## config.mk

```make
export PLATFORM = sky130hd
export DESIGN_NAME = connection_timer_table
export DESIGN_NICKNAME = d
export VERILOG_FILES = /design/src/ctt_pkg.sv /design/src/ctt_ctrl.sv /design/src/ctt_datapath.sv /design/src/connection_timer_table.sv
export SDC_FILE = /design/constraint.sdc
export NUM_CORES = 2
export LEC_CHECK = 0
export BUFFER_PORTS_ARGS = -buffer_cell sky130_fd_sc_hd__buf_4
export CAP_MARGIN = 20
export CORE_MARGIN = 10
export CORE_UTILIZATION = 40
export CTS_CLUSTER_SIZE = 8
export DETAILED_ROUTE_END_ITERATION = 10
export PLACE_DENSITY = 0.66
export SYNTH_ARGS = -nofsm -noshare
export SYNTH_HDL_FRONTEND = slang
export SYNTH_SLANG_ARGS = --single-unit
export TNS_END_PERCENT = 5
```

## constraint.sdc

```tcl
create_clock -name clk -period 5.6 [get_ports clk]
set_clock_uncertainty 0.05 [all_clocks]
set_input_delay 0.84 -clock clk [delete_from_list [all_inputs] [get_ports clk]]
set_output_delay 0.84 -clock clk [all_outputs]
set_load 0.01 [all_outputs]
```

## src/ctt_pkg.sv

```systemverilog
// ----------------------------------------------------------------------------
// ctt_pkg
// Shared codes, widths and controller/datapath interface types for the
// connection timer table.
// ----------------------------------------------------------------------------
package ctt_pkg;

  localparam int FUNC_W  = 2;
  localparam int ID_W    = 4;
  localparam int COUNT_W = 5;

  typedef enum logic [FUNC_W-1:0] {
    FUNC_SET    = 2'd0,
    FUNC_REMOVE = 2'd1,
    FUNC_SWEEP  = 2'd2
  } func_t;

  typedef struct packed {
    logic load;
    logic apply;
    logic scan;
    logic emit;
    logic finish;
  } ctt_cmd_t;

  typedef struct packed {
    logic sweep;
    logic scan_done;
    logic emit_last;
  } ctt_status_t;

endpackage

```

## src/ctt_ctrl.sv

```systemverilog
// ----------------------------------------------------------------------------
// ctt_ctrl
// Operation sequencer: apply, scan all slots, walk the expired map (sweep only), close.
// ----------------------------------------------------------------------------
module ctt_ctrl (
  input  logic                 clk,
  input  logic                 rst,
  input  logic                 start,
  output logic                 busy,
  output ctt_pkg::ctt_cmd_t    cmd,
  input  ctt_pkg::ctt_status_t status
);
  import ctt_pkg::*;

  typedef enum logic [4:0] {
    ST_IDLE  = 5'b00001,
    ST_APPLY = 5'b00010,
    ST_SCAN  = 5'b00100,
    ST_EMIT  = 5'b01000,
    ST_FINAL = 5'b10000
  } state_t;

  state_t state;
  state_t state_next;

  always_comb begin
    state_next = state;
    case (state)
      ST_IDLE: begin
        if (start) state_next = ST_APPLY;
      end
      ST_APPLY: state_next = ST_SCAN;
      ST_SCAN: begin
        if (status.scan_done) state_next = status.sweep ? ST_EMIT : ST_FINAL;
      end
      ST_EMIT: begin
        if (status.emit_last) state_next = ST_FINAL;
      end
      ST_FINAL: state_next = ST_IDLE;
      default: state_next = ST_IDLE;
    endcase
  end

  always_ff @(posedge clk) begin
    if (rst) begin
      state <= ST_IDLE;
    end else begin
      state <= state_next;
    end
  end

  assign busy       = (state != ST_IDLE);
  assign cmd.load   = (state == ST_IDLE) && start;
  assign cmd.apply  = (state == ST_APPLY);
  assign cmd.scan   = (state == ST_SCAN);
  assign cmd.emit   = (state == ST_EMIT);
  assign cmd.finish = (state == ST_FINAL);

  a_accept_to_apply: assert property (@(posedge clk) disable iff (rst)
    start && !busy |=> state == ST_APPLY)
    else $error("accepted beat did not enter apply");

  a_emit_to_final: assert property (@(posedge clk) disable iff (rst)
    state == ST_EMIT && status.emit_last |=> state == ST_FINAL)
    else $error("emit walk did not close");

endmodule

```

## src/ctt_datapath.sv

```systemverilog
// ----------------------------------------------------------------------------
// ctt_datapath
// Slot table, valid and expired maps, scan accumulators and result registers.
// ----------------------------------------------------------------------------
module ctt_datapath #(
  parameter int SLOTS     = 16,
  parameter int TIME_BITS = 64
) (
  input  logic                          clk,
  input  logic                          rst,
  input  ctt_pkg::ctt_cmd_t             cmd,
  output ctt_pkg::ctt_status_t          status,
  input  logic [ctt_pkg::FUNC_W-1:0]    func,
  input  logic [ctt_pkg::ID_W-1:0]      conn_id,
  input  logic [TIME_BITS-1:0]          time_value,
  output logic                          result_valid,
  output logic                          expired_valid,
  output logic [ctt_pkg::ID_W-1:0]      expired_conn_id,
  output logic [TIME_BITS-1:0]          next_expiry,
  output logic [ctt_pkg::COUNT_W-1:0]   entry_count,
  output logic                          last
);
  import ctt_pkg::*;

  localparam int SW = $clog2(SLOTS);
  localparam int CW = $clog2(SLOTS + 1);

  logic [TIME_BITS-1:0] mem [SLOTS];

  logic [FUNC_W-1:0]    op_func;
  logic [ID_W-1:0]      op_id;
  logic [TIME_BITS-1:0] op_time;
  logic [SLOTS-1:0]     valid;
  logic [SLOTS-1:0]     expired;
  logic [SW:0]          scan_idx;
  logic [SW-1:0]        rd_idx;
  logic                 rd_live;
  logic [TIME_BITS-1:0] rd_data;
  logic [TIME_BITS-1:0] min_acc;
  logic [CW-1:0]        cnt_acc;
  logic [SW-1:0]        emit_idx;

  logic          id_ok;
  logic [SW-1:0] slot;
  logic          time_inf;
  logic          scan_more;
  logic          hit;
  logic          mem_wr;

  assign id_ok     = 32'(op_id) < SLOTS;
  assign slot      = SW'(op_id);
  assign time_inf  = (op_time == '1);
  assign scan_more = scan_idx < (SW+1)'(SLOTS);
  assign hit       = (op_func == FUNC_SWEEP) && (rd_data <= op_time);
  assign mem_wr    = cmd.apply && id_ok && (op_func == FUNC_SET) && !time_inf;

  assign status.sweep     = (op_func == FUNC_SWEEP);
  assign status.scan_done = !scan_more && !rd_live;
  assign status.emit_last = (emit_idx == SW'(SLOTS - 1));

  // expiry store, registered read
  always_ff @(posedge clk) begin
    if (mem_wr) begin
      mem[slot] <= op_time;
    end
    if (cmd.scan && scan_more) begin
      rd_data <= mem[scan_idx[SW-1:0]];
    end
  end

  always_ff @(posedge clk) begin
    if (rst) begin
      valid        <= '0;
      expired      <= '0;
      rd_live      <= 1'b0;
      cnt_acc      <= '0;
      result_valid <= 1'b0;
    end else begin
      result_valid <= 1'b0;
      if (cmd.load) begin
        op_func  <= func;
        op_id    <= conn_id;
        op_time  <= time_value;
        expired  <= '0;
        scan_idx <= '0;
        rd_live  <= 1'b0;
        min_acc  <= '1;
        cnt_acc  <= '0;
        emit_idx <= '0;
      end
      if (cmd.apply && id_ok) begin
        if (op_func == FUNC_SET) begin
          valid[slot] <= !time_inf;
        end else if (op_func == FUNC_REMOVE) begin
          valid[slot] <= 1'b0;
        end
      end
      if (cmd.scan) begin
        rd_live <= scan_more;
        if (scan_more) begin
          rd_idx   <= scan_idx[SW-1:0];
          scan_idx <= scan_idx + 1'b1;
        end
        // rd_data belongs to the slot issued in the previous cycle
        if (rd_live && valid[rd_idx]) begin
          if (hit) begin
            valid[rd_idx]   <= 1'b0;
            expired[rd_idx] <= 1'b1;
          end else begin
            cnt_acc <= CW'(cnt_acc + 1'b1);
            if (rd_data < min_acc) min_acc <= rd_data;
          end
        end
      end
      if (cmd.emit) begin
        result_valid    <= expired[emit_idx];
        expired_valid   <= 1'b1;
        expired_conn_id <= ID_W'(emit_idx);
        next_expiry     <= min_acc;
        entry_count     <= COUNT_W'(cnt_acc);
        last            <= 1'b0;
        emit_idx        <= emit_idx + 1'b1;
      end
      if (cmd.finish) begin
        result_valid    <= 1'b1;
        expired_valid   <= 1'b0;
        expired_conn_id <= '0;
        next_expiry     <= min_acc;
        entry_count     <= COUNT_W'(cnt_acc);
        last            <= 1'b1;
      end
    end
  end

  a_expired_cleared: assert property (@(posedge clk) disable iff (rst)
    (expired & valid) == '0)
    else $error("expired slot still marked valid");

  a_last_no_id: assert property (@(posedge clk) disable iff (rst)
    result_valid && last |-> !expired_valid)
    else $error("closing beat carries an expired id");

  a_count_range: assert property (@(posedge clk) disable iff (rst)
    32'(cnt_acc) <= SLOTS)
    else $error("entry count above slot count");

endmodule

```

## src/connection_timer_table.sv

```systemverilog
// ----------------------------------------------------------------------------
// connection_timer_table
// Per-connection expiry table with set, remove and expired-slot sweep.
// ----------------------------------------------------------------------------
// Command channel: an operation (func, conn_id, time_value) is taken at a
// rising edge with start high and busy low. busy stays high until every
// result of that operation has been driven.
// Result channel: each result is on the result ports for one cycle, marked
// by result_valid; the receiver cannot stall it. Set and remove give one
// result with last high. A sweep gives one result per expired slot, in
// ascending id order, then a closing result with last high and no id.
// next_expiry and entry_count always describe the table after the whole
// operation.
// Sequence: an apply step, then a scan of every slot through the single read
// port of the expiry store, then (sweep only) a walk of the expired map,
// then a closing step. The last result shows in the cycle after that, which
// is also the first cycle a new command can be taken.
// Reset: rst (synchronous) empties the table; expiry values need no clear.
// ----------------------------------------------------------------------------
module connection_timer_table #(
  parameter int SLOTS     = 16,
  parameter int TIME_BITS = 64
) (
  input  logic                          clk,
  input  logic                          rst,
  input  logic                          start,
  output logic                          busy,
  input  logic [ctt_pkg::FUNC_W-1:0]    func,
  input  logic [ctt_pkg::ID_W-1:0]      conn_id,
  input  logic [TIME_BITS-1:0]          time_value,
  output logic                          result_valid,
  output logic                          expired_valid,
  output logic [ctt_pkg::ID_W-1:0]      expired_conn_id,
  output logic [TIME_BITS-1:0]          next_expiry,
  output logic [ctt_pkg::COUNT_W-1:0]   entry_count,
  output logic                          last
);
  import ctt_pkg::*;

  ctt_cmd_t    cmd;
  ctt_status_t status;

  ctt_ctrl u_ctrl (
    .clk    (clk),
    .rst    (rst),
    .start  (start),
    .busy   (busy),
    .cmd    (cmd),
    .status (status)
  );

  ctt_datapath #(
    .SLOTS     (SLOTS),
    .TIME_BITS (TIME_BITS)
  ) u_datapath (
    .clk             (clk),
    .rst             (rst),
    .cmd             (cmd),
    .status          (status),
    .func            (func),
    .conn_id         (conn_id),
    .time_value      (time_value),
    .result_valid    (result_valid),
    .expired_valid   (expired_valid),
    .expired_conn_id (expired_conn_id),
    .next_expiry     (next_expiry),
    .entry_count     (entry_count),
    .last            (last)
  );

endmodule
```

# After elaboration in Yosys (flattened, before gate mapping)
# Memories as Yosys holds them, arrays and structs flattened. A register that Yosys moved wholly into a read port is not among the register bits.
# Cells that the tools add are included.
word_totals:
  ff_bits: 266
  latch_bits: 0
  mem_bits_rw: 1024
  rom_bits: 0
  in_bits: 73
  output_inout_bits: 77
  elab_cells: 123
  mem_count: 1
classes:
  addsub: 3
  mul: 0
  div_mod_pow: 0
  magnitude_cmp: 8
  n_eq_ne: 13
  shifts: 0
  n_mux: 53
  bitwise: 6
  n_reduce_logical: 21
memory_table:
  columns: ["memory", "depth", "width", "read_ports", "rd_ports_with_merged_regs", "wr", "line_no", "source"]
  rows:
  - ["u_datapath.mem", 16, 64, 1, 1, 1, "ctt_datapath.sv:28", "logic [TIME_BITS-1:0] mem [SLOTS];"]
ops:
  columns: ["op", "count"]
  rows:
  - ["$mux W64", 7]
  - ["$mux W16", 12]
  - ["$mux W5", 13]
  - ["$eq A64 B64 Y1 const B", 1]
  - ["$le A64 B64 Y1", 1]
  - ["$lt A64 B64 Y1", 1]
  - ["$and A16 B16 Y16", 2]
  - ["$not A16 Y16", 2]
  - ["$pmux W5 S4", 1]
  - ["$bwmux W16", 1]
  - ["$or A16 B16 Y16", 1]
  - ["$lt A4 B5 Y1 const B", 3]
  - ["$mux W1", 12]
  - ["$mux W4", 3]
  - ["$add A5 B1 Y5 const B", 2]
  - ["$logic_and A1 B1 Y1", 9]
  - ["$bmux W1 S4", 2]
  - ["$demux W1 S4", 2]
  - ["$ge A4 B1 Y1 const B", 2]
  - ["$reduce_and A2 Y1", 3]
  - ["$reduce_and A3 Y1", 2]
  - ["$reduce_bool A2 Y1", 3]
  - ["$eq A5 B1 Y1 const B", 1]
  - ["$eq A5 B2 Y1 const B", 1]
  - ["other kinds (14)", 17]

# Longest topological paths before layout
logic_depth:
  ltp_word: 14
  mapped_depth: 11
  mapped_depth_nobuf: 10

# Modules after synthesis
# A second synthesis with hierarchy kept.
hier_totals:
  hier_cells: 2699
  area_unflattened_um2: 54079.4
by_module_without_submodules:
  columns: ["mod", "instances", "cells_each", "area_per_inst_um2", "seq_area_each_um2"]
  rows:
  - ["ctt_datapath", 1, 2658, 53754.1, 40118.5]
  - ["ctt_ctrl", 1, 41, 325.3, 100.1]

# Least setup slack after synthesis
# OpenSTA, ideal clock, no wires.
synth_timing:
  path_type: "in2reg"
  start: "input port rst"
  end: "register u_datapath.entry_count[0] (netlist name) (enable)"
  setup_time_ps: 533
  arrival_ps: 4888
  required_ps: 5017
  setup_slack_ps: 129
  path_stages: 3
  n_path_buf: 2
  cell_sequence: "clkbuf_1 clkbuf_1 a21oi_1"
synth_via:
  elab_chain_len: 2
synth_lines:
  columns: ["element", "line_no", "source"]
  rows:
  - ["from (decl)", "connection_timer_table.sv:25", "input logic rst,"]
  - ["$not A1 Y1 (no source line)", null, null]
  - ["$reduce_and A2 Y1 (no source line)", null, null]
  - ["to (signal assigned)", "ctt_datapath.sv:120", "entry_count <= COUNT_W'(cnt_acc);"]
  - ["to (signal assigned)", "ctt_datapath.sv:129", "entry_count <= COUNT_W'(cnt_acc);"]
  - ["to (decl)", "ctt_datapath.sv:20", "output logic [ctt_pkg::COUNT_W-1:0] entry_count,"]
# No other way between the ends.
# A chain may end at the register's enable or synchronous reset.

# Worst setup path after layout
layout_timing:
  start: "register u_datapath.op_time[15]"
  end: "register u_datapath.min_acc[14], data pin"
layout_via:
  elab_chain_len: 5
layout_lines:
  columns: ["element", "line_no", "source"]
  rows:
  - ["from (decl)", "ctt_datapath.sv:32", "logic [TIME_BITS-1:0] op_time;"]
  - ["from (signal assigned)", "ctt_datapath.sv:83", "op_time <= time_value;"]
  - ["$le A64 B64 Y1", "ctt_datapath.sv:54", "assign hit = (op_func == FUNC_SWEEP) && (rd_data <= op_time);"]
  - ["$logic_and A1 B1 Y1", "ctt_datapath.sv:54", null]
  - ["$mux W64", "ctt_datapath.sv:106", "if (hit) begin"]
  - ["$mux W64", "ctt_datapath.sv:105", "if (rd_live && valid[rd_idx]) begin"]
  - ["$mux W64", "ctt_datapath.sv:98", "if (cmd.scan) begin"]
  - ["to (signal assigned)", "ctt_datapath.sv:111", "if (rd_data < min_acc) min_acc <= rd_data;"]
  - ["to (decl)", "ctt_datapath.sv:39", "logic [TIME_BITS-1:0] min_acc;"]
# No other way between the ends.

==> out/metrics.yaml <==
power.density_mw_per_mm2: 368.5
yosysWarnings: 0
slew_violations: 0
stdcell_area_sq_mm: 0.06245
ctsLongestPathBuffers: 3
setup_viol: 0
fin_util: 0.4685
grt_start_max_net_pins: 103
cts_inserted_buffers: 187
status: "complete, no violations"
drv_cap: 0
cts_resized: 0
slowest_delay_ns: 0.69
clock_latency_ns: 0.79
synth_cell_type_count: 63
post_dp_cell_area_sq_mm: 0.05739
vias: 26650
wl_um: 133900
hold_viol_final: 0
die_w_um: 386.2
synth_seq_area_share: 0.7497
end_kind: "register"
start_util: 0.4025
fin_crit_ns: 4.551
cts-root-buf: "clkbuf_16"
worstSetupPathType: "reg2reg"
rows: 134
rsz0062_at_grt: "false"
reg2regPathDepth: 11
synth_top_cells_by_count: "1310 x edfxtp_1, 329 x mux4_2, 134 x inv_1"
ir_worst_vdd_mv: 0.2537
synth-edff-count: 1310
fin_ws_ns: 1.049
crit_cells: 11
drtIter0Drc: 2743
ctsHoldBuffers: 0
synth_top_area_cell: "edfxtp_1"
synth_area_leaders: "edfxtp_1 73%, mux4_2 14%, ha_1 3.0%, dfxtp_1 1.6%, mux2_2 1.2%"
dp_slack_ns: 1.080
slowest_stage: "edfxtp_1"
drt-vias-per-instance: 5.657
relSlewSlack: 0.2632
cts_num_sinks: 1354
track_usage: 0.1792
ys_seq_elements: 1354
syn_area_sq_mm: 0.05365
ant_nets: 0
boundaryPins: 150
dp_hpwl_um: 75200
worst_slew_pin_slew_ns: 1.105
core_sq_mm: 0.1333
critical-path-top-delay-family: "compound AO/OA/AOI/OAI gates"
grt_pass1_vias: 27125
area_growth_pct: 16.40
async_reset_ff_frac: 0
yosysMostFrequentCell: "edfxtp_1"
htreeDepth: 4
cts_tree: "yes"
nets: 3107
worstPathMaxFanout: 24
synth_top_area_frac: 0.7332
post_drt_wl_per_cell_um: 28.43
cp_data_required_time_ns: 6.08
tns_ns: 0
max_freq_ghz: 0.2197
crit_top_cell: "a21oi_1"
synth_cells: 2597
port_buffers: 149
post_cts_buffers: 0
drc: 0
dr.pass1.iters: 6
overflow: 0
syn_area_per_cell_sq_um: 20.66
period_share: 0.8128
cts.clk_slew.worst_paths_ns: 0.05
grt_pass1_wl_um: 193100
yosys_most_used_dff: "edfxtp_1"
p_leak_nw: 20.62
die_area_sq_mm: 0.1492
syn-num-nets: 2800
critPathBufInv: 2
worstHoldPathCells: 1
worstPathArrival_ns: 5.03
layout-drive-gt1-share: 0.2846
gp_congestion: 0.7848
antenna_found_initial: 7
power.total_mw: 23.01
start_kind: "register"
cp_cell_sequence: "inv_1 -> ha_1 -> a21oi_1 -> o21ai_0 -> a222oi_1 -> a21oi_1 -> or4_4 -> o21ai_2 -> nor4_4 -> buf_4 -> mux2_1"
die_h_um: 386.2
hold_class: "in2reg"
-- worst register-to-register path: cells and delay by family (launching register included) --
kind | cells | cell delay [ns]
compound gates | 5 | 1.71
simple gates | 2 | 0.71
flops | 1 | 0.69
mux | 1 | 0.40
buf+inv | 2 | 0.40
fa+ha+maj | 1 | 0.33
-- cell families after synthesis --
logic type | synth area share
flops | 0.7497
mux | 0.1522
simple gates | 0.02862
buf+inv | 0.01705
compound gates | 0.02148
fa+ha+maj | 0.03032
xor+xnor | 0.0006531
-- layer usage --
metal	up-vias	global-route usage	wire (um)
li1	11234	-	-
met2	1188	0.2656	60630
met3	217	0.05658	13260
met4	4	0.05678	3439
met1	14007	0.2516	56560
met5	-	0	30
-- through the flow --
stage / std cells / hold slack, ns
after floorplan: 2597 / 0.3698
after global placement: 4481 / 0.3840
after detailed placement: 4481 / 0.3849
after CTS: 4707 / 0.1262
after global routing: 4709 / 0.1476
final: 4711 / 0.1700
-- final cells by class --
| class | instances | area (sq um) |
|---|---|---|
| Clock buffer | 214 | 4866 |
| Multi-Input combinational cell | 1012 | 12670 |
| Antenna cell | 2 | 5.005 |
| Tap cell | 1768 | 2212 |
| Clock inverter | 12 | 158.9 |
| Timing Repair Buffer | 215 | 1814 |
| Fill cell | 10880 | 70840 |
| Inverter | 134 | 505.5 |
| Sequential cell | 1354 | 40220 |
-- where the power goes --
part           switching [mW]  internal (mW)
Clock                    3.97           6.01
Combinational           0.781          0.741
Sequential              0.196           11.3
Total                    4.95           18.1
-- final timing paths --
check | slack (ns) | from | endpoint
worst max-delay path | 1.05 | u_datapath.op_time[15]$_DFFE_PP_ | u_datapath.min_acc[14]$_DFFE_PN_
worst min-delay path | 0.17 | time_value[50] | u_datapath.op_time[50]$_DFFE_PP_
worst max register to register | 1.05 | u_datapath.op_time[15]$_DFFE_PP_ | u_datapath.min_acc[14]$_DFFE_PN_
worst min register to register | 0.40 | u_datapath.min_acc[17]$_DFFE_PN_ | u_datapath.next_expiry[17]$_DFFE_PP_
-- flip-flops by register name (all words and copies together), names as in the netlist, 2 cells and up --
name / count
u_datapath.emit_idx: 4
u_datapath.entry_count: 5
u_datapath.op_func: 2
u_datapath.op_id: 4
u_datapath.mem: 1024
u_datapath.cnt_acc: 5
u_datapath.expired: 16
u_datapath.scan_idx: 5
u_datapath.valid: 16
u_datapath.rd_idx: 4
u_datapath.expired_conn_id: 4
u_datapath.rd_data: 64
u_datapath.min_acc: 64
u_datapath.op_time: 64
u_datapath.next_expiry: 64
u_ctrl.state: 5
-- cells in the final DEF (no fill, tap or decap), types with 7 or more instances in the layout --
master and n:
nor3_1 11, nand3_1 21, buf_12 16, nor2b_1 7, nor2_4 18, a21oi_1 52
mux2_1 9, a22o_1 10, clkbuf_1 23, nor4_1 8, nand4_1 47, nor2_1 37
a21o_1 17, buf_4 199, edfxtp_1 1310, nand2_1 106, inv_1 133, ha_1 130
mux2_2 55, dfxtp_1 44, a211oi_1 14, mux4_2 329, and2_1 7, o21a_1 12
o21ai_0 43, clkbuf_16 191
Note: power is estimated with default switching activity, not from simulation.
